File: config.mk
export PLATFORM = sky130hd
export DESIGN_NAME = mrc_back
export DESIGN_NICKNAME = d
export VERILOG_FILES = /design/src/hw/rtl/mrc_pkg.sv /design/src/hw/rtl/mrc_back.sv
export SDC_FILE = /design/constraint.sdc
export NUM_CORES = 1
export LEC_CHECK = 0
export ABC_CLOCK_PERIOD_IN_PS = 8490
export BUFFER_PORTS_ARGS = -buffer_cell sky130_fd_sc_hd__buf_2
export CORE_UTILIZATION = 25
export CTS_BUF_LIST = sky130_fd_sc_hd__clkbuf_8
export DETAILED_ROUTE_END_ITERATION = 10
export MAX_ROUTING_LAYER = met4
export PLACE_DENSITY = 0.44
export REMOVE_ABC_BUFFERS = 1
export SYNTH_ARGS = -nofsm -noshare
export SYNTH_HDL_FRONTEND = slang
export SYNTH_SLANG_ARGS = --single-unit
File: constraint.sdc
create_clock -name aclk -period 8.49 [get_ports aclk]
set_clock_uncertainty 0.2 [all_clocks]
set_input_delay 1.698 -clock aclk [delete_from_list [all_inputs] [get_ports aclk]]
set_output_delay 1.698 -clock aclk [all_outputs]
set_load 0.05 [all_outputs]
File: src/hw/rtl/mrc_pkg.sv
`default_nettype none

package mrc_pkg;

    localparam logic [15:0] CRC_POLY = 16'hA001;
    localparam logic [15:0] CRC_INIT = 16'hFFFF;

    localparam int HDR_LEN  = 3;
    localparam int PAY_LEN  = 4;
    localparam int POS_W    = 9;
    localparam int LIM_W    = 13;

    localparam int QDEPTH   = 2;
    localparam int QPTR_W   = $clog2(QDEPTH);
    localparam int QCNT_W   = $clog2(QDEPTH + 1);

    localparam int CFG_ADDR_W = 5;

    typedef enum logic [2:0] {
        REG_VOLT_ADDR  = 3'd0,
        REG_TEMP_ADDR  = 3'd1,
        REG_LEVEL_ADDR = 3'd2,
        REG_VOLT_HIGH  = 3'd3,
        REG_VOLT_LOW   = 3'd4,
        REG_TEMP_HIGH  = 3'd5,
        REG_TEMP_LOW   = 3'd6
    } cfg_idx_t;

    localparam logic [7:0]       RST_VOLT_ADDR  = 8'd1;
    localparam logic [7:0]       RST_TEMP_ADDR  = 8'd5;
    localparam logic [7:0]       RST_LEVEL_ADDR = 8'd4;
    localparam logic [LIM_W-1:0] RST_VOLT_HIGH  = 13'd6553;
    localparam logic [LIM_W-1:0] RST_VOLT_LOW   = 13'd0;
    localparam logic [LIM_W-1:0] RST_TEMP_HIGH  = 13'd30;
    localparam logic [LIM_W-1:0] RST_TEMP_LOW   = 13'd15;

    typedef enum logic [1:0] {
        KIND_VOLTAGE     = 2'd0,
        KIND_TEMPERATURE = 2'd1,
        KIND_LEVEL       = 2'd2,
        KIND_UNKNOWN     = 2'd3
    } kind_t;

    typedef struct packed {
        logic [7:0]       volt_addr;
        logic [7:0]       temp_addr;
        logic [7:0]       level_addr;
        logic [LIM_W-1:0] volt_high;
        logic [LIM_W-1:0] volt_low;
        logic [LIM_W-1:0] temp_high;
        logic [LIM_W-1:0] temp_low;
    } cfg_t;

    // One finished frame handed from the front to the back.
    typedef struct packed {
        logic [PAY_LEN-1:0][7:0] payload;
        logic                    crc_ok;
        logic [7:0]              byte_count;
        logic [7:0]              function_code;
        logic [7:0]              device_addr;
    } frame_rec_t;

    function automatic logic [15:0] crc_byte(input logic [15:0] crc_in, input logic [7:0] b);
        logic [15:0] c;
        c = crc_in ^ {8'h00, b};
        for (int k = 0; k < 8; k++) begin
            if (c[0]) begin
                c = (c >> 1) ^ CRC_POLY;
            end else begin
                c = c >> 1;
            end
        end
        return c;
    endfunction

endpackage

`default_nettype wire

File: src/hw/rtl/mrc_back.sv
`default_nettype none

module mrc_back (
    input  wire logic                 aclk,
    input  wire logic                 aresetn,
    input  wire mrc_pkg::cfg_t        cfg,
    input  wire logic                 q_empty,
    input  wire mrc_pkg::frame_rec_t  q_rec,
    output logic                      q_pop,
    output logic                      m_tvalid,
    input  wire logic                 m_tready,
    output logic [47:0]               m_tdata,  // [7:0] device_addr, [15:8] function_code,
                                                // [23:16] byte_count, [24] crc_ok,
                                                // [40:25] reading, [41] alarm, rest zero
    output logic [1:0]                m_tuser   // [1:0] kind
);
    import mrc_pkg::*;

    logic        valid_reg;
    logic [7:0]  da_reg, fc_reg, bc_reg;
    logic        ok_reg;
    kind_t       kind_reg;
    logic [15:0] reading_reg;
    logic        alarm_reg;

    kind_t       kind_c;
    logic [15:0] reading_c;
    logic        alarm_c;
    logic [16:0] hi10, lo10;
    logic [LIM_W-1:0] hi, lo;

    assign q_pop = !q_empty && (!valid_reg || m_tready);

    always_comb begin
        if (q_rec.device_addr == cfg.volt_addr) begin
            kind_c = KIND_VOLTAGE;
        end else if (q_rec.device_addr == cfg.temp_addr) begin
            kind_c = KIND_TEMPERATURE;
        end else if (q_rec.device_addr == cfg.level_addr) begin
            kind_c = KIND_LEVEL;
        end else begin
            kind_c = KIND_UNKNOWN;
        end

        hi = (kind_c == KIND_VOLTAGE) ? cfg.volt_high : cfg.temp_high;
        lo = (kind_c == KIND_VOLTAGE) ? cfg.volt_low  : cfg.temp_low;
        // x10 as shift and add
        hi10 = {1'b0, hi, 3'b000} + {3'b000, hi, 1'b0};
        lo10 = {1'b0, lo, 3'b000} + {3'b000, lo, 1'b0};

        reading_c = '0;
        alarm_c   = 1'b0;
        if (q_rec.crc_ok) begin
            case (kind_c)
                KIND_VOLTAGE: begin
                    reading_c = {q_rec.payload[0], q_rec.payload[1]};
                    alarm_c   = ({1'b0, reading_c} > hi10) || ({1'b0, reading_c} < lo10);
                end
                KIND_TEMPERATURE: begin
                    reading_c = {q_rec.payload[2], q_rec.payload[3]};
                    alarm_c   = ({1'b0, reading_c} > hi10) || ({1'b0, reading_c} < lo10);
                end
                KIND_LEVEL: begin
                    reading_c = {8'h00, q_rec.payload[1]};
                    alarm_c   = (reading_c != '0);
                end
                default: begin
                    reading_c = '0;
                    alarm_c   = 1'b0;
                end
            endcase
        end
    end

    always_ff @(posedge aclk) begin
        if (!aresetn) begin
            valid_reg <= 1'b0;
        end else if (q_pop) begin
            valid_reg <= 1'b1;
        end else if (m_tready) begin
            valid_reg <= 1'b0;
        end
    end

    always_ff @(posedge aclk) begin
        if (q_pop) begin
            da_reg      <= q_rec.device_addr;
            fc_reg      <= q_rec.function_code;
            bc_reg      <= q_rec.byte_count;
            ok_reg      <= q_rec.crc_ok;
            kind_reg    <= kind_c;
            reading_reg <= reading_c;
            alarm_reg   <= alarm_c;
        end
    end

    assign m_tvalid = valid_reg;
    assign m_tdata  = {6'b000000, alarm_reg, reading_reg, ok_reg, bc_reg, fc_reg, da_reg};
    assign m_tuser  = kind_reg;

    a_bad_crc_quiet: assert property (@(posedge aclk) disable iff (!aresetn)
        (valid_reg && !ok_reg) |-> (reading_reg == '0 && !alarm_reg))
        else $error("failed CRC result carries a reading or alarm");

    a_unknown_quiet: assert property (@(posedge aclk) disable iff (!aresetn)
        (valid_reg && kind_reg == KIND_UNKNOWN) |-> (reading_reg == '0 && !alarm_reg))
        else $error("unknown address result carries a reading or alarm");

    a_level_alarm: assert property (@(posedge aclk) disable iff (!aresetn)
        (valid_reg && kind_reg == KIND_LEVEL) |-> (alarm_reg == (reading_reg != '0)))
        else $error("level alarm does not follow level");

endmodule

`default_nettype wire

# After elaboration in Yosys (flattened, before gate mapping)
# Cells that the tools add are included.
[totals]
reg_bits = 45
inputBits = 137
out_inout_bits = 52
[classes]
addsub = 2
order_cmp = 4
eq_ne = 5
n_mux = 9
reduce_logical = 9
[ops]
columns = ["op", "n"]
rows = [
  ["16-bit one-hot mux with 3 select lines", 1],
  ["16-bit by 14-bit adder with 17-bit output", 2],
  ["16-bit by 17-bit greater-than comparator with 1-bit output", 2],
  ["16-bit by 17-bit < comparator with 1-bit output", 2],
  ["13-bit two-way mux", 2],
  ["8-bit == test", 3],
  ["8-bit nonzero test", 1],
  ["2-bit two-way mux", 2],
  ["1-bit logical OR", 3],
  ["1-bit two-way mux", 3],
  ["1-bit one-hot mux with 3 select lines", 1],
  ["2-bit by 1-bit == test with 1-bit output, second input constant", 1],
  ["2-bit == test, second input constant", 1],
  ["1-bit logical NOT", 2],
  ["2-bit logical NOT", 1],
  ["2-bit nonzero test", 1],
  ["1-bit logical AND", 1],
]

# Longest topological paths before layout
# Gate-level depths: netlist of the first run.
[depth]
depth_word = 10
mapped_depth = 28

# Worst setup path after synthesis of the first run
# No wires, ideal clock.
[synth_timing]
path_type = "input -> register"
start = "in q_rec[1] (netlist name)"
end = "reg alarm_reg, data pin"
t_arrival_ns = 6.368
path_slack_ns = 1.663
cell_stages = 25
path_buffers = 3
cell_sequence = "xnor2_1 -> nand4_1 -> nor2_1 -> clkbuf_1 -> clkbuf_1 -> buf_1 -> nand2_1 -> nand2_1 -> ha_1 -> a21oi_1 -> o21ai_0 -> nor4_1 -> a311o_1 -> nor2b_1 -> o21bai_1 -> a21oi_1 -> xor2_1 -> ha_1 -> a21oi_1 -> o21ai_0 -> maj3_1 -> a21oi_1 -> o31ai_1 -> o311a_1 -> a211o_1"
[synth_between]
elab_chain_len = 10
[synth_lines]
columns = ["element", "line", "source"]
rows = [
  ["start, declared", "mrc_back.sv:8", "input wire mrc_pkg::frame_rec_t q_rec,"],
  ["8-bit == test", "mrc_back.sv:39", "end else if (q_rec.device_addr == cfg.level_addr) begin"],
  ["1-bit two-way mux", "mrc_back.sv:39", ""],
  ["2-bit two-way mux", "mrc_back.sv:37", "end else if (q_rec.device_addr == cfg.temp_addr) begin"],
  ["2-bit two-way mux (*)", "mrc_back.sv:35", "if (q_rec.device_addr == cfg.volt_addr) begin"],
  ["2-bit logical NOT", "mrc_back.sv:45, mrc_back.sv:46, mrc_back.sv:54", ""],
  ["13-bit two-way mux, on equally long branches", "mrc_back.sv:45, mrc_back.sv:46", ""],
  ["16-bit by 14-bit adder with 17-bit output, on equally long branches", "mrc_back.sv:48, mrc_back.sv:49", ""],
  ["16-bit by 17-bit greater-than comparator with 1-bit output (tied with other cells)", "mrc_back.sv:61", "alarm_c = ({1'b0, reading_c} > hi10) || ({1'b0, reading_c} < lo10);"],
  ["1-bit logical OR, on equally long branches", "mrc_back.sv:61, mrc_back.sv:57", ""],
  ["1-bit one-hot mux with 3 select lines (*)", "mrc_back.sv:54", "case (kind_c)"],
  ["end signal, assigned", "mrc_back.sv:93", "alarm_reg <= alarm_c;"],
  ["end, declared", "mrc_back.sv:24", "logic alarm_reg;"],
]
# Every way passes the cells marked *; elsewhere a longest branch is shown, timed or not.
# A chain may end at the register's enable or synchronous reset.

# Worst setup path in the final report of the first run
[layout_timing]
start = "in q_rec[3] (netlist name)"
end = "reg alarm_reg, data pin"
# The elaborated chain is that of the path after synthesis.

==> results of run 1 <==
==> final cells by class <==
| class | instances | area [µm²] |
|---|---|---|
| multi-input cells | 451 | 3310 |
| repair buffers | 185 | 933 |
| inverters | 29 | 109 |
| fillers | 2036 | 12700 |
| clock inverters | 3 | 68.8 |
| flip-flops and latches | 45 | 1340 |
| clock buffers | 5 | 68.8 |
| well taps | 260 | 325 |
==> kinds of logic (layout without fill, tap and decap cells) <==
| logic type | Yosys count | count (layout) | share of synthesized area (%) |
|---|---|---|---|
| mux | 3 | 3 | 0.620 |
| xor+xnor | 44 | 44 | 8.39 |
| fa+ha+maj | 76 | 76 | 19.8 |
| other cells | 1 | 6 | 0.0774 |
| compound gates | 139 | 139 | 20.2 |
| buf+inv | 49 | 222 | 4.72 |
| simple gates | 183 | 183 | 18.5 |
| flops | 45 | 45 | 27.7 |
==> worst reg2reg max path, delay by kind of cell, from the launching register on <==
kind	cells	cell delay (ns)
buf+inv	1	0.46
flops	1	0.32
simple gates	2	0.22
==> layer usage <==
metal / vias to the layer above / track usage, %
met3: 15 / 1.46
met5: - / -
met4: 0 / 3.15
met1: 2126 / 20.6
met2: 130 / 27.8
li1: 2336 / -
==> synth_stat cells (3+ instances only) <==
cell type / n
nor4_1: 7
a22oi_1: 16
a2111oi_0: 3
nand2b_1: 7
mux2i_1: 3
nand2_1: 84
nand3b_1: 3
nor2_1: 22
inv_1: 29
edfxtp_1: 44
buf_4: 8
nor3_1: 5
nand3_1: 10
o31ai_1: 3
ha_1: 71
and3_1: 3
a31oi_1: 5
o21bai_1: 4
nor2b_1: 17
a21boi_0: 4
a21oi_1: 31
xnor2_1: 28
o21a_1: 7
o21ai_0: 27
clkbuf_1: 9
xor2_1: 14
nand4_1: 10
a21o_1: 13
==> power by group through the flow <==
stage          clock network [mW]  registers (mW)  logic (mW)
2_1_floorplan                   0           0.307       0.218
3_3_place_gp                    0           0.265       0.374
3_5_place_dp                    0           0.265       0.379
4_1_cts                     0.199           0.260       0.381
5_1_grt                     0.206           0.261       0.422
6_report                    0.192           0.259       0.377
==> stage by stage <==
step                      instances  setup WS, ns  util, %  area (µm²)
after floorplan                 525          1.50        -        4750
after global placement          970          1.21     32.0        6020
after detailed placement        970          1.11     32.0        6020
after CTS                       978          1.37     32.7        6160
after global routing            978         0.832     32.7        6160
final                           978          1.41     32.7        6160
==> path summary, 6_finish.rpt <==
check                           cells past startpoint         endpoint  slack (ns)     start
worst max-delay path                               25        alarm_reg        1.41  q_rec[3]
worst min-delay path                                2         m_tvalid        0.32  m_tvalid
worst max register to register                      3  reading_reg[11]        6.90  m_tvalid
worst min register to register                      2         m_tvalid        0.32  m_tvalid
==> reports/qor.csv, run 1 <==
stage;metric;value;unit
sta;minimum clock period after layout;7.08;ns
clock_tree;number of gates resized after cts;0;
grt;largest net degree at the start of global routing;45;
power_and_ir_drop;overall power after layout;0.829;mW
finish;area added between synthesis and finish;27.0;%
floorplan;floorplan core area;18800;µm²
status;run status;finished, final reports clean;
yosys;Yosys warnings;0;
drt;Routed met2 length;7630;µm
yosys;Yosys reg bits;45;
drt;initial detailed-routing violation count;191;
worst_setup_path;most used cell, CP;o21ai_0;
power_and_ir_drop;power spent charging and discharging nets;0.307;mW
yosys;EDFF count, synth;44;
worst_setup_path;slowest cell on the critical path;a2111oi_0;
sta;Rel. slew slack;47.0;%
yosys;area share of the largest cell type after synthesis;27.3;%
power_and_ir_drop;power density of the placed cells;135;nW/µm²
power_and_ir_drop;switching power share of the total;37.0;%
worst_setup_path;required time worst endpoint;8.46;ns
grt;grt total ovfl;0;
sta;endpoints failing hold;0;
yosys;dominant register cell in the synthesized netlist;edfxtp_1;
worst_setup_path;Largest stage delay, worst path;0.70;ns
clock_tree;Root Buffer Master;clkbuf_8;
flow_run;count of maximum capacitance violations;0;
grt;number of antenna violations at the first check in global routing;0;
finish;antenna cell count;0;
yosys;cell taking the most area after synthesis;edfxtp_1;
finish;ratio of cells with drive above 1 in the final layout;29.2;%
worst_hold_path;path category of the worst min-delay check;flip-flop to flip-flop;
drt;highest routed layer;met4;
finish;net count reported at finish;927;
sta;Final Slew Violations;0;
worst_setup_path;Max Fanout on Critical Path;12;
drt;post-detailed-route via-to-cell ratio;4.71;
power_and_ir_drop;part of the power in combinational logic;45.5;%
floorplan;area of the die;19900;µm²
grt;number of global-route vias before repair;4585;
yosys;syn_area_per_cell;8.98;µm²
sta;Max Clk Rate;141;MHz
drt;total via count in the routed design;4607;
yosys;area of the mapped netlist;4850;µm²
power_and_ir_drop;clock group share of total power;23.2;%
sta;RSZ-0062 raised after global routing;no;
worst_setup_path;type of element capturing the critical path;flip-flop;
worst_setup_path;Critical Path AT;7.05;ns
clock_tree;worst skew pair latency;0.29;ns
placement;DP Wirelength;13500;µm
clock_tree;post-cts hold buffer count;0;
floorplan;Die Ht;141;µm
drt;final routed wire length divided by cell count;16.2;µm
clock_tree;clk sink count;45;
yosys;instance count of the mapped netlist;540;
floorplan;effective utilization at floorplan;25.7;%
grt;global-route wire length before repair;24500;µm
worst_setup_path;WS Path Type;primary input to flip-flop;
finish;commonest cells after routing, fill and taps aside;buf_2, nand2_1, ha_1, edfxtp_1, a21oi_1;
power_and_ir_drop;highest ir drop seen on vdd;0.0817;mV
drt;remaining routing DRC violations;0;
clock_tree;post-CTS setup buffer count;0;
finish;max FFs per register;16;
floorplan;num rows;50;
power_and_ir_drop;Internal Pwr Total;0.522;mW
worst_setup_path;worst path bufs/invs;2;
placement;gp weighted congestion;0.882;
power_and_ir_drop;P_leak;2.83;nW
power_and_ir_drop;sequential group share of total power;31.3;%
floorplan;floorplan die width;141;µm
sta;Final Cycle Share;83.4;%
drt;detailed-routed wire length on met3;592;µm
worst_setup_path;cell type group with the largest total delay on the critical path;compound AO/OA/AOI/OAI gates;
clock_tree;maximum clock path buffer count;2;
sta;Tightest Pin Transition;0.791;ns
clock_tree;post-CTS clock slew at the launch and capture registers of the worst setup and hold paths;0.09;ns
clock_tree;total clock buffers created by CTS;5;
drt;number of iterations in the first detailed-routing pass;4;
drt;antenna violation net count after detailed routing;0;
clock_tree;number of levels the H-tree was split into;2;
finish;most common cell after layout, fill and taps aside;buf_2;
sta;Worst Hold Margin;0.317;ns
sta;final setup violation count;0;
drt;routed metal-1 wirelength;7350;µm
worst_setup_path;critical path launch point type;primary input;
yosys;sequential fraction of the synthesis area;27.7;%
grt;overall routing resource usage;16.2;%
placement;number of buffers added on ports;182;
yosys;leading post-synthesis cells by cell area;edfxtp_1, ha_1, nand2_1;
yosys;number of distinct library cells after synthesis;69;
clock_tree;clock tree from TritonCTS;done;
yosys;async set or reset register ratio after synthesis;0;%
floorplan;number of top-level pins;189;
drt;Total Routed Length;15800;µm
sta;total negative slack for setup checks;0;ns
Power figures use the tool's default switching activity.
==> run 2, diff against run 1 <==
--- a/config.mk
+++ b/config.mk
@@ -5,13 +5,14 @@
 export SDC_FILE = /design/constraint.sdc
 export NUM_CORES = 1
 export LEC_CHECK = 0
-export ABC_CLOCK_PERIOD_IN_PS = 8490
+export ABC_AREA = 1
+export ABC_CLOCK_PERIOD_IN_PS = 5700
 export BUFFER_PORTS_ARGS = -buffer_cell sky130_fd_sc_hd__buf_2
 export CORE_UTILIZATION = 25
 export CTS_BUF_LIST = sky130_fd_sc_hd__clkbuf_8
 export DETAILED_ROUTE_END_ITERATION = 10
 export MAX_ROUTING_LAYER = met4
-export PLACE_DENSITY = 0.44
+export PLACE_DENSITY = 0.45
 export REMOVE_ABC_BUFFERS = 1
 export SYNTH_ARGS = -nofsm -noshare
 export SYNTH_HDL_FRONTEND = slang
==> constraint.sdc (replaced) <==
create_clock -name aclk -period 5.7 [get_ports aclk]
set_clock_uncertainty 0.2 [all_clocks]
set_input_delay 1.14 -clock aclk [delete_from_list [all_inputs] [get_ports aclk]]
set_output_delay 1.14 -clock aclk [all_outputs]
set_load 0.05 [all_outputs]
==> run 2 against run 1 <==
Compared with the run above: register-to-register slack got worse by 2.9 ns; global-route usage rose by 0.54 points; die area rose by 0.38%; highest routed layer unchanged; synthesized cell count rose by 19%; non-clock buffer count rose by 68; total power rose by 46%; first-iteration DRC count rose by 27%.
==> reports/qor.csv, run 2 <==
stage;metric;value;unit;change
grt;grt total ovfl;0;;unchanged
finish;most common cell after layout, fill and taps aside;buf_2;;
yosys;cell taking the most area after synthesis;edfxtp_1;;
drt;total via count in the routed design;4987;;+8.2%
sta;Worst Hold Margin;0.333;ns;+0.0155 ns
yosys;Yosys reg bits;45;;unchanged
clock_tree;total clock buffers created by CTS;5;;unchanged
sta;Rel. slew slack;43.7;%;-3.4 points
flow_run;count of maximum capacitance violations;0;;unchanged
floorplan;floorplan die width;142;µm;+0.19%
drt;remaining routing DRC violations;0;;unchanged
finish;area added between synthesis and finish;38.0;%;
yosys;async set or reset register ratio after synthesis;0;%;unchanged
clock_tree;post-CTS clock slew at the launch and capture registers of the worst setup and hold paths;0.12;ns;+0.03 ns
clock_tree;number of levels the H-tree was split into;2;;unchanged
yosys;fraction of the mapped netlist area in adder cells;19.1;%;-0.72 points
worst_setup_path;required time worst endpoint;5.62;ns;-2.84 ns
yosys;dominant register cell in the synthesized netlist;edfxtp_1;;
yosys;share of cell area taken by muxes after synthesis;0.206;%;-0.41 points
clock_tree;post-cts hold buffer count;0;;unchanged
worst_setup_path;worst path bufs/invs;6;;+4
grt;overall routing resource usage;16.7;%;+0.54 points
sta;Final Slew Violations;0;;unchanged
power_and_ir_drop;highest ir drop seen on vdd;0.0888;mV;+8.7%
yosys;share of the synthesized netlist area taken by xor and xnor gates;6.30;%;-2.1 points
sta;minimum clock period after layout;5.35;ns;
clock_tree;maximum clock path buffer count;2;;unchanged
power_and_ir_drop;clock group share of total power;19.4;%;-3.8 points
yosys;most frequent cell after synthesis;nand2_1;;
grt;global-route wire length before repair;25100;µm;+2.6%
floorplan;num rows;50;;unchanged
clock_tree;Root Buffer Master;clkbuf_8;;
placement;gp weighted congestion;0.813;;-7.8%
floorplan;area of the die;20000;µm²;+0.38%
worst_hold_path;hold path depth;2;;unchanged
worst_setup_path;WS Path Type;primary input to flip-flop;;
placement;number of buffers added on ports;182;;unchanged
status;run status;finished, final reports clean;;
power_and_ir_drop;Internal Pwr Total;0.711;mW;+36%
finish;layout filler cell count;2101;;+3.2%
drt;number of iterations in the first detailed-routing pass;4;;unchanged
grt;number of antenna violations at the first check in global routing;1;;+1
yosys;Post-Synth Simple-Gate Area;28.5;%;+10 points
yosys;syn_area_per_cell;7.59;µm²;-15%
sta;endpoints failing hold;0;;unchanged
yosys;Yosys warnings;0;;unchanged
drt;antenna violation net count after detailed routing;0;;unchanged
yosys;instance count of the mapped netlist;641;;+19%
finish;flip-flop and latch area;1340;µm²;unchanged
floorplan;floorplan core area;18900;µm²;+0.33%
floorplan;number of top-level pins;189;;unchanged
worst_setup_path;path depth of the worst reg2reg path;2;;-1
power_and_ir_drop;power spent charging and discharging nets;0.496;mW;+62%
worst_setup_path;cell type group with the largest total delay on the critical path;simple AND/OR/NAND/NOR gates;;
finish;antenna cell count;0;;unchanged
power_and_ir_drop;power density of the placed cells;180;nW/µm²;+33%
sta;Max Clk Rate;187;MHz;
finish;ratio of cells with drive above 1 in the final layout;33.6;%;+4.3 points
yosys;main combinational cell family by area after synthesis;simple AND/OR/NAND/NOR gates;;
power_and_ir_drop;part of the power in combinational logic;48.5;%;+3.0 points
sta;Final Cycle Share;93.9;%;
yosys;number of distinct library cells after synthesis;44;;-36%
worst_setup_path;Critical Path AT;5.27;ns;-1.78 ns
placement;DP Wirelength;13800;µm;+2.3%
yosys;most frequent cells after synthesis;nand2_1, ha_1, inv_1;;
power_and_ir_drop;switching power share of the total;41.1;%;+4.1 points
yosys;leading post-synthesis cells by cell area;edfxtp_1, ha_1, nand2_1;;
grt;largest net degree at the start of global routing;45;;unchanged
yosys;area of the mapped netlist;4870;µm²;+0.39%
clock_tree;worst skew pair latency;0.31;ns;+0.02 ns
drt;post-detailed-route via-to-cell ratio;4.33;;-8.2%
finish;area of the multi-input gates;3230;µm²;-2.3%
clock_tree;clock tree from TritonCTS;done;;
worst_setup_path;critical path launch point type;primary input;;
yosys;EDFF count, synth;44;;unchanged
yosys;area share of the largest cell type after synthesis;27.2;%;-0.11 points
drt;Total Routed Length;16200;µm;+2.5%
worst_setup_path;slowest cell on the critical path;fa_1;;
grt;number of global-route vias before repair;4748;;+3.6%
floorplan;effective utilization at floorplan;25.8;%;about the same
yosys;sequential fraction of the synthesis area;27.6;%;-0.11 points
sta;RSZ-0062 raised after global routing;no;;
worst_setup_path;Max Fanout on Critical Path;8;;-4
drt;final routed wire length divided by cell count;14.1;µm;-13%
worst_setup_path;number of cells on the critical path;33;;+32%
worst_setup_path;Largest stage delay, worst path;0.40;ns;-0.30 ns
sta;final setup violation count;0;;unchanged
sta;total negative slack for setup checks;0;ns;unchanged
yosys;compound-gate portion of the synthesized area;11.2;%;-9.0 points
power_and_ir_drop;P_leak;3.48;nW;+23%
worst_setup_path;most used cell, CP;nand2_1;;
finish;max FFs per register;16;;unchanged
power_and_ir_drop;sequential group share of total power;32.1;%;+0.8 points
floorplan;Die Ht;142;µm;+0.19%
drt;initial detailed-routing violation count;243;;+27%
finish;net count reported at finish;1102;;+19%
sta;Tightest Pin Transition;0.844;ns;+0.0530 ns
clock_tree;clk sink count;45;;unchanged
worst_hold_path;path category of the worst min-delay check;flip-flop to flip-flop;;
worst_setup_path;type of element capturing the critical path;flip-flop;;
finish;commonest cells after routing, fill and taps aside;buf_2, nand2_1, ha_1, buf_4, inv_1;;
==> run 2: worst reg2reg max path: stages, from the launching register on <==
cell	delay, ns
dfxtp_1	0.35
a21oi_4	0.19
buf_4	0.53
==> run 2: layer usage <==
metal	track usage, %	routed length, µm
met1	21.6	7600
met2	27.8	7290
met3	2.80	1160
met4	2.77	149
met5	-	0
==> run 2: through the flow <==
step / total power [mW] / std cells / setup WS, ns / cell area [µm²] / utilization, %
after global routing: 1.31 / 1153 / 0.0141 / 6720 / 35.5
after detailed placement: 0.979 / 1144 / -0.213 / 6590 / 34.9
after CTS: 1.22 / 1152 / 0.116 / 6680 / 35.4
after floorplan: 0.768 / 632 / -0.0864 / 4800 / -
final: 1.21 / 1153 / 0.350 / 6720 / 35.5
after global placement: 0.978 / 1144 / -0.139 / 6590 / 34.9
==> run 2: what timing repair did <==
| item | 4_1_cts | 5_1_grt |
|---|---|---|
| setup buffers | 0 | 1 |
| setup endpoints to repair | 0 | 1 |
| gates resized for setup | 0 | 8 |
==> run 2: kinds of logic (layout without fill, tap and decap cells) <==
logic type,count (synthesis),count (layout)
and+or+nand+nor,307,307
AOI/OAI and AO/OA,95,95
buffers and inverters,84,331
adders and majority gates,73,73
DFF,45,45
xor gates and xnor gates,35,35
other,1,6
muxes,1,1
==> run 2: cell type report <==
cell class              instances  share of cell area (%)
multi-input cells             517                    48.1
flip-flops and latches         45                    20.0
clock inverters                 3                   0.373
clock buffers                   5                    1.02
repair buffers                253                    21.7
well taps                     260                    4.84
inverters                      70                    3.95
==> run 2: path summary, 6_finish.rpt <==
check / from / endpoint / slack (ns)
max: q_rec[6] / alarm_reg / 0.35
min: m_tvalid / m_tvalid / 0.33
max reg2reg: m_tvalid / reading_reg[13] / 4.04
min reg2reg: m_tvalid / m_tvalid / 0.33
==> run 2: power by group through the flow <==
stage	Sequential, mW	Clock [mW]	Combinational (mW)
2_1_floorplan	0.458	0	0.310
3_3_place_gp	0.394	0	0.584
3_5_place_dp	0.395	0	0.584
4_1_cts	0.387	0.248	0.588
5_1_grt	0.389	0.257	0.659
6_report	0.387	0.234	0.586
==> run 3, diff against run 2 <==
--- a/config.mk
+++ b/config.mk
@@ -6,13 +6,13 @@
 export NUM_CORES = 1
 export LEC_CHECK = 0
 export ABC_AREA = 1
-export ABC_CLOCK_PERIOD_IN_PS = 5700
+export ABC_CLOCK_PERIOD_IN_PS = 5900
 export BUFFER_PORTS_ARGS = -buffer_cell sky130_fd_sc_hd__buf_2
 export CORE_UTILIZATION = 25
 export CTS_BUF_LIST = sky130_fd_sc_hd__clkbuf_8
 export DETAILED_ROUTE_END_ITERATION = 10
 export MAX_ROUTING_LAYER = met4
-export PLACE_DENSITY = 0.45
+export PLACE_DENSITY = 0.44
 export REMOVE_ABC_BUFFERS = 1
 export SYNTH_ARGS = -nofsm -noshare
 export SYNTH_HDL_FRONTEND = slang
==> constraint.sdc (replaced) <==
create_clock -name aclk -period 5.9 [get_ports aclk]
set_clock_uncertainty 0.2 [all_clocks]
set_input_delay 1.18 -clock aclk [delete_from_list [all_inputs] [get_ports aclk]]
set_output_delay 1.18 -clock aclk [all_outputs]
set_load 0.05 [all_outputs]
==> run 3 against run 2 <==
Compared with the run above: global-route usage fell by 0.097 points; first-iteration DRC count decreased by 13%; setup slack improved by 0.14 ns; utilization decreased by 1.0 points; clock-buffer cell count unchanged; worst hold slack better by 0.0040 ns; clock power is 4% lower; final area fell by 2.9%; flip-flop and latch count is the same; critical endpoint unchanged.
==> reports/qor.csv, run 3 (synthesis gave the netlist of run 2 again) <==
stage;metric;value;unit;change
finish;most common cell after layout, fill and taps aside;buf_2;;
worst_setup_path;path depth of the worst reg2reg path;2;;unchanged
sta;Max Clk Rate;185;MHz;
floorplan;number of top-level pins;189;;unchanged
clock_tree;total clock buffers created by CTS;5;;unchanged
placement;DP Area;6410;µm²;-2.6%
sta;Final Slew Violations;0;;unchanged
worst_setup_path;required time worst endpoint;5.83;ns;+0.21 ns
sta;RSZ-0062 raised after global routing;no;;
clock_tree;worst skew pair latency;0.32;ns;about the same
placement;gp weighted congestion;0.817;;+0.44%
drt;number of iterations in the first detailed-routing pass;4;;unchanged
worst_setup_path;register-to-register path setup slack;4.17;ns;+0.13 ns
clock_tree;number of levels the H-tree was split into;2;;unchanged
worst_hold_path;hold path depth;2;;unchanged
power_and_ir_drop;power density of the placed cells;176;nW/µm²;-2.2%
worst_setup_path;Largest stage delay, worst path;0.40;ns;about the same
drt;total via count in the routed design;4936;;-1.0%
sta;endpoints failing hold;0;;unchanged
drt;Total Routed Length;16200;µm;-0.12%
worst_setup_path;Max Fanout on Critical Path;9;;+1
power_and_ir_drop;highest ir drop seen on vdd;0.0937;mV;+5.5%
placement;DP Wirelength;13700;µm;-0.95%
floorplan;effective utilization at floorplan;25.8;%;unchanged
sta;final setup violation count;0;;unchanged
placement;number of buffers added on ports;182;;unchanged
clock_tree;clk sink count;45;;unchanged
clock_tree;maximum clock path buffer count;2;;unchanged
finish;net count reported at finish;1078;;-2.2%
clock_tree;Root Buffer Master;clkbuf_8;;
worst_setup_path;origin of the critical flop-to-flop path;m_tvalid;;
drt;post-detailed-route via-to-cell ratio;4.37;;+1.1%
floorplan;floorplan die width;142;µm;unchanged
finish;utilization of the core after routing;34.5;%;-1.0 points
finish;max FFs per register;16;;unchanged
drt;final routed wire length divided by cell count;14.3;µm;+2.0%
clock_tree;clock tree from TritonCTS;done;;
finish;area added between synthesis and finish;34.0;%;
worst_setup_path;Critical R2R Capture;m_tuser[1];;
grt;global-route wire length before repair;24800;µm;-0.99%
sta;Tightest Pin Transition;0.860;ns;+0.0162 ns
clock_tree;post-cts hold buffer count;0;;unchanged
drt;remaining routing DRC violations;0;;unchanged
sta;minimum clock period after layout;5.41;ns;
clock_tree;post-CTS clock slew at the launch and capture registers of the worst setup and hold paths;0.13;ns;about the same
grt;largest net degree at the start of global routing;45;;unchanged
worst_setup_path;WS Path Type;primary input to flip-flop;;
worst_setup_path;most used cell, CP;nand2_1;;
grt;number of global-route vias before repair;4672;;-1.6%
grt;number of antenna violations at the first check in global routing;0;;-1
worst_setup_path;slowest cell on the critical path;fa_1;;
sta;Rel. slew slack;42.6;%;-1.1 points
worst_hold_path;worst hold path startpoint;m_tvalid;;
finish;ratio of cells with drive above 1 in the final layout;31.5;%;-2.1 points
worst_hold_path;path category of the worst min-delay check;flip-flop to flip-flop;;
floorplan;area of the die;20000;µm²;unchanged
worst_hold_path;Hold Path End;m_tvalid;;
drt;initial detailed-routing violation count;211;;-13%
grt;grt total ovfl;0;;unchanged
sta;Final Cycle Share;91.6;%;
grt;overall routing resource usage;16.6;%;-0.097 points
power_and_ir_drop;P_leak;3.36;nW;-3.5%
floorplan;num rows;50;;unchanged
worst_setup_path;critical path launch point type;primary input;;
floorplan;floorplan core area;18900;µm²;unchanged
worst_setup_path;Critical Path AT;5.34;ns;+0.07 ns
floorplan;Die Ht;142;µm;unchanged
worst_setup_path;type of element capturing the critical path;flip-flop;;
finish;commonest cells after routing, fill and taps aside;buf_2, nand2_1, ha_1, inv_1, a21oi_1;;
flow_run;count of maximum capacitance violations;0;;unchanged
status;run status;finished, final reports clean;;
finish;total non-filler cell area in the finished layout;6520;µm²;-2.9%
finish;antenna cell count;0;;unchanged
drt;antenna violation net count after detailed routing;0;;unchanged
==> run 3: cell types whose count changed in the layout (fill, tap and decap cells not counted) <==
cell     delta
xnor2_2     -1
nor4_2      -1
buf_4      -24
xnor2_1     +1
nor4_1      +1
==> run 3: how the worst max path moves through the flow <==
stage,start,to,slack (ns)
global placement,q_rec[3],alarm_reg,0.08
finish,q_rec[3],alarm_reg,0.49
detailed placement,q_rec[6],alarm_reg,-0.08
CTS,q_rec[6],alarm_reg,0.26
global route,q_rec[6],alarm_reg,0.05
floorplan,q_rec[6],alarm_reg,0.07
==> run 3: power by group <==
group / switching [mW] / total (mW) / internal (mW)
Combinational: 0.334 / 0.549 / 0.215
Sequential: 0.00420 / 0.374 / 0.369
Clock: 0.137 / 0.224 / 0.0868
Total: 0.475 / 1.15 / 0.671
==> run 3: worst max-delay path: cells and delay by family <==
family	cells	cell delay, ns
buffers and inverters	5	0.38
XOR/XNOR	2	0.31
AO/OA/AOI/OAI	9	1.14
AND/OR/NAND/NOR	14	1.48
adder cells (fa/ha/maj)	3	0.85
==> run 3: area by class of cell <==
class / count / area, µm²
fillers: 2092 / 12400
multi-input cells: 517 / 3220
flip-flops and latches: 45 / 1340
repair buffers: 229 / 1280
well taps: 260 / 325
inverters: 70 / 265
clock buffers: 5 / 68.8
clock inverters: 3 / 25.0
==> run 3: repair_timing <==
action                                  4_1_cts  5_1_grt
resized for setup                             0        6
setup buffers                                 0        0
endpoints found under the setup margin        0        1
==> run 3: metrics by stage <==
stage / instances / power [mW] / hold slack, ns / setup TNS [ns] / setup slack, ns
2_1_floorplan: 632 / 0.742 / 0.497 / 0 / 0.0736
3_3_place_gp: 1121 / 0.932 / 0.324 / 0 / 0.0807
3_5_place_dp: 1121 / 0.931 / 0.324 / -0.0836 / -0.0836
4_1_cts: 1129 / 1.16 / 0.340 / 0 / 0.265
5_1_grt: 1129 / 1.24 / 0.400 / 0 / 0.0483
6_report: 1129 / 1.15 / 0.337 / 0 / 0.493
==> run 3: per-layer routing <==
metal / share of wire, % / up-vias / GRT usage, %
li1: - / 2600 / -
met1: 48 / 2160 / 21.5
met2: 45 / 168 / 27.8
met3: 6.7 / 8 / 2.67
met4: 0.48 / 0 / 2.38
met5: 0 / - / -
